<file path="config.mk">
export PLATFORM = sky130hd
export DESIGN_NAME = lcmlt_ctrl
export DESIGN_NICKNAME = d
export VERILOG_FILES = /design/src/hw/rtl/lcmlt_pkg.sv /design/src/hw/rtl/lcmlt_ctrl.sv
export SDC_FILE = /design/constraint.sdc
export NUM_CORES = 1
export LEC_CHECK = 0
export BUFFER_PORTS_ARGS = -buffer_cell sky130_fd_sc_hd__buf_2
export CORE_AREA = 2 2 39 41
export DETAILED_ROUTE_END_ITERATION = 8
export DIE_AREA = 0 0 41 43
export GPL_TIMING_DRIVEN = 0
export SLEW_MARGIN = 20
export SYNTH_ARGS = -nofsm -noshare
export SYNTH_HDL_FRONTEND = slang
export SYNTH_SLANG_ARGS = --single-unit
</file>
<file path="constraint.sdc">
create_clock -name clk_i -period 1.5 [get_ports clk_i]
set_input_delay 0.45 -clock clk_i [delete_from_list [all_inputs] [get_ports clk_i]]
set_output_delay 0.45 -clock clk_i [all_outputs]
set_load 0.01 [all_outputs]
</file>
<file path="src/hw/rtl/lcmlt_pkg.sv">
// Shared types and constants for the min line tree.
package lcmlt_pkg;

  typedef enum logic [1:0] {
    CMD_INSERT = 2'd0,
    CMD_QUERY  = 2'd1,
    CMD_CLEAR  = 2'd2,
    CMD_NONE   = 2'd3
  } cmd_e;

  typedef enum logic [1:0] {
    REG_DOMAIN_LOW  = 2'd0,
    REG_DOMAIN_HIGH = 2'd1
  } reg_e;

  typedef enum logic [3:0] {
    ST_IDLE,
    ST_READ,
    ST_WAIT,
    ST_EVAL,
    ST_MUL,
    ST_CMP,
    ST_STEP,
    ST_RESULT
  } state_e;

  localparam logic signed [63:0] EmptyValue = 64'sd1000000000000000000;

  // Commands from the controller to the datapath.
  typedef struct packed {
    logic start;     // latch request and domain
    logic rd;        // read node at current index
    logic eval;      // load evaluation operands
    logic mul;       // register products
    logic cmp;       // register comparisons
    logic step;      // descend or finish
    logic clear;     // empty the tree
  } cmd_t;

  // Status from the datapath to the controller.
  typedef struct packed {
    logic is_query;
    logic empty_path;
    logic done;
  } stat_t;

endpackage

</file>
<file path="src/hw/rtl/lcmlt_ctrl.sv">
// Controller state machine for the min line tree.
module lcmlt_ctrl import lcmlt_pkg::*; (
  input  logic        clk_i,
  input  logic        rst_ni,
  input  logic        req_valid_i,
  input  logic [1:0]  req_cmd_i,
  output logic        req_ready_o,
  output logic        res_valid_o,
  input  logic        res_ready_i,
  input  stat_t       stat_i,
  output cmd_t        cmd_o
);

  state_e state_q, state_d;

  // Hold the state.
  always_ff @(posedge clk_i or negedge rst_ni) begin
    if (!rst_ni) begin
      state_q <= ST_IDLE;
    end else begin
      state_q <= state_d;
    end
  end

  // Sequence one request through the node walk.
  always_comb begin
    state_d     = state_q;
    cmd_o       = '0;
    req_ready_o = 1'b0;
    res_valid_o = 1'b0;
    case (state_q)
      ST_IDLE: begin
        req_ready_o = 1'b1;
        if (req_valid_i) begin
          case (req_cmd_i)
            CMD_INSERT, CMD_QUERY: begin
              cmd_o.start = 1'b1;
              state_d = ST_READ;
            end
            CMD_CLEAR: cmd_o.clear = 1'b1;
            default: ;
          endcase
        end
      end
      ST_READ: begin
        // Finish once the walk has ended at the current node.
        if (stat_i.done) begin
          state_d = ST_RESULT;
        end else if (stat_i.empty_path) begin
          cmd_o.step = 1'b1;
          state_d = ST_RESULT;
        end else begin
          cmd_o.rd = 1'b1;
          state_d = ST_WAIT;
        end
      end
      ST_WAIT: begin
        state_d = ST_EVAL;
      end
      ST_EVAL: begin
        cmd_o.eval = 1'b1;
        state_d = ST_MUL;
      end
      ST_MUL: begin
        cmd_o.mul = 1'b1;
        state_d = ST_CMP;
      end
      ST_CMP: begin
        cmd_o.cmp = 1'b1;
        state_d = ST_STEP;
      end
      ST_STEP: begin
        cmd_o.step = 1'b1;
        state_d = stat_i.done ? ST_RESULT : ST_READ;
      end
      ST_RESULT: begin
        res_valid_o = 1'b1;
        if (res_ready_i) state_d = ST_IDLE;
      end
      default: state_d = ST_IDLE;
    endcase
  end

endmodule

</file>
==> metrics.md <==
| Metric | Value |
|---|---|
| CP endpoint kind | `output port` |
| First-pass GRT wire length | `1138 um` |
| Met3 Resource Use GR | `3.141%` |
| Sequential share of the synthesized area | `27.15%` |
| Final HPWL DP | `513.8 um` |
| RePlAce Congestion | `0.7532` |
| CTS clk-pin slew, worst paths | `0.04 ns` |
| Syn Inst Count | `33` |
| Largest register FFs | `3` |
| Crit path max fanout | `2` |
| Routed len/inst | `9.603 um` |
| Tcrit/Tclk final | `116.2%` |
| Grt ovf | `0` |
| Status | `finished, violations left` |
| Async S/R FF share, synth | `100.0%` |
| Static Leak | `0.2267 nW` |
| Inserted Clock Buffers | `3` |
| DR pass1 iterations | `2` |
| Fin. Hold Viols | `0` |
| Worst slew pin tran | `0.2136 ns` |
| Core ar. | `1384 sq um` |
| Detail Route Antenna Nets | `0` |
| FILL cells | `155` |
| Clock sink count | `3` |
| Vias per cell | `4.342` |
| Synth area leader | `dfrtp_1` |
| Met1 usage | `11.65%` |
| Vias after detailed routing | `317` |
| Final Total Pwr | `0.8558 mW` |
| Nets | `67` |
| Arrival @ worst endpoint | `1.29 ns` |
| Largest register by flop count | `state_q` |
| DP Area | `382.9 sq um` |
| Top FF cell, synth | `dfrtp_1` |
| Power Density | `1849 nW/um^2` |
| Final worst slack | `-0.2429 ns` |
| RSZ-0062 raised after global routing | `true` |
| Chip Height | `43 um` |
| Largest net degree at the start of global routing | `11` |
| Most common library cells after synthesis | `dfrtp_1, nand2_1, nand2b_1, nor2_1` |
| Final setup viols | `9` |
| Violated checks | `negative setup slack` |
| DRC Markers | `0` |
| Synth area leaders | `dfrtp_1, nor3b_2, nand2b_1, nor3_4, nand3b_1` |
| CTS Buffer Depth | `2` |
| Hold_ws | `0.5434 ns` |
| Final Util | `33.45%` |
| CP startpoint kind | `flip-flop` |
| GRT busiest layer | `met2` |
| Synth cell types | `20` |
| CTS tree | `built` |
| Synth Cell Area | `276.5 sq um` |
| Max Clock Freq | `0.5738 GHz` |
| Standard-cell row count | `14` |
| Final worst path period need | `1.743 ns` |
| Critical-path top delay cell | `dfrtp_1` |
| Final Cell Area | `462.9 sq um` |
| Layout cell share with drive strength beyond 1 | `57.89%` |
| Slew Limit Fails | `0` |
| Starting DRT DRC Count | `4` |
| P&R area growth vs syn | `67.42%` |
| Number of flops mapped to enable cells by yosys | `0` |
| Total wire length | `701 um` |
| Slew headroom | `85.69%` |
| HP Class | `in2async` |
| Largest regs | `state_q: 3 flops` |
| Ant. Diodes | `0` |
| Initial Utilization | `19.98%` |
| Synth warnings | `0` |
| Die W | `41 um` |
| Setup Slack @ Placement | `-0.05634 ns` |
| Clock root buffer | `clkbuf_4` |
| Syn Area/Cell | `8.379 sq um` |
| Post-synth top area share | `27.15%` |
| Max-cap violations | `0` |
| Worst-path cell chain | `buf_6, nor3_4, nand2_2, nor3b_4, buf_2` |
| Clock skew | `0.0003933 ns` |
| Htree depth | `1` |
| WP data required | `1.05 ns` |
| Boundary pin count | `18` |
| Antenna violations before repair | `0` |
| Mapped Nets | `42` |
| Worst ir drop on vdd | `485.9 uV` |
| Placed cells | `65` |
| Die area | `1763 sq um` |
| Fin cells | `73` |
| Setup TNS Final | `-1.298 ns` |
| Met2 usage | `13.75%` |
| Clk Latency, worst-skew pair | `0.23 ns` |
| Worst path max stage delay | `0.39 ns` |
| Vias in the first global route | `283` |
| Synth Register Bits | `3` |
| WS Path Type | `reg2out` |
| Port bufs | `16` |
| Gr usage total | `9.557%` |
## cells in the final DEF, fill, tap and decap left out
cell           instances
clkbuf_1               1
nor3_4                 1
a221o_1                1
clkbuf_4               3
a31oi_1                1
nor3b_2                2
nand2_1                2
buf_6                  2
buf_2                 15
o21ai_0                2
dfrtp_2                2
dlygate4sd3_1          1
nor3b_1                1
a22oi_1                1
nor3b_4                1
or2_1                  1
dfrtp_1                1
nand3_1                1
nor2_1                 3
nand2_2                2
buf_4                  4
a21oi_1                2
nand3b_1               2
inv_1                  1
nor3_2                 1
nand2b_1               3
## final timing paths
path,start,endpoint,slack (ns),cells after the start
setup / recovery,state_q[1]$_DFFE_PN0P_,cmd_o[0],-0.24,5
hold / removal,rst_ni,state_q[0]$_DFFE_PN0P_,0.54,2
setup reg to reg,state_q[2]$_DFFE_PN0P_,state_q[0]$_DFFE_PN0P_,0.33,4
hold reg to reg,state_q[0]$_DFFE_PN0P_,state_q[0]$_DFFE_PN0P_,0.65,2
max in group asynchronous,rst_ni,state_q[2]$_DFFE_PN0P_,0.84,2
min in group clk_i,res_ready_i,state_q[1]$_DFFE_PN0P_,0.56,3
## power breakdown
| part | switching, mW | leakage, nW | internal (mW) | total [mW] |
|---|---|---|---|---|
| logic | 0.269 | 0.180 | 0.259 | 0.528 |
| registers | 0.0597 | 0.0316 | 0.129 | 0.188 |
| clock network | 0.0399 | 0.0150 | 0.0996 | 0.139 |
| total | 0.368 | 0.227 | 0.487 | 0.856 |
## layer usage
metal,up-vias,wire [um]
met5,-,0
met4,0,0
met3,0,13
met2,5,391
met1,147,296
li1,165,-
## cell type report
cell class                 instances  area, sq um  area share, %
clock buffer                       4        26.28          5.676
sequential                         3        77.57          16.76
multi-input combinational         27        197.7          42.70
inverter                           1        3.754         0.8108
timing repair buffer              20        118.9          25.68
tap                               16        20.02          4.324
buffer                             2        18.77          4.054
## logic make-up after synthesis
group	Yosys count	share of synthesized area, %
buffers and inverters	3	8.144
AO/OA/AOI/OAI	7	15.84
flip-flops	3	27.15
AND/OR/NAND/NOR	20	48.87
## repair_timing
action / CTS / global route
gates resized for setup: 4 / 2
setup buffers: 2 / 1
pin swaps: 3 / 1
hold endpoints to repair: 3 / 0
endpoints found under the setup margin: 9 / 9
hold buffers: 1 / 0
## worst max-delay path: cells and delay by family, from the launching register on
| family | cells | cell delay (ns) |
|---|---|---|
| buffers and inverters | 2 | 0.28 |
| flip-flops | 1 | 0.39 |
| AND/OR/NAND/NOR | 3 | 0.40 |
Note: power is estimated with default switching activity, not from simulation.
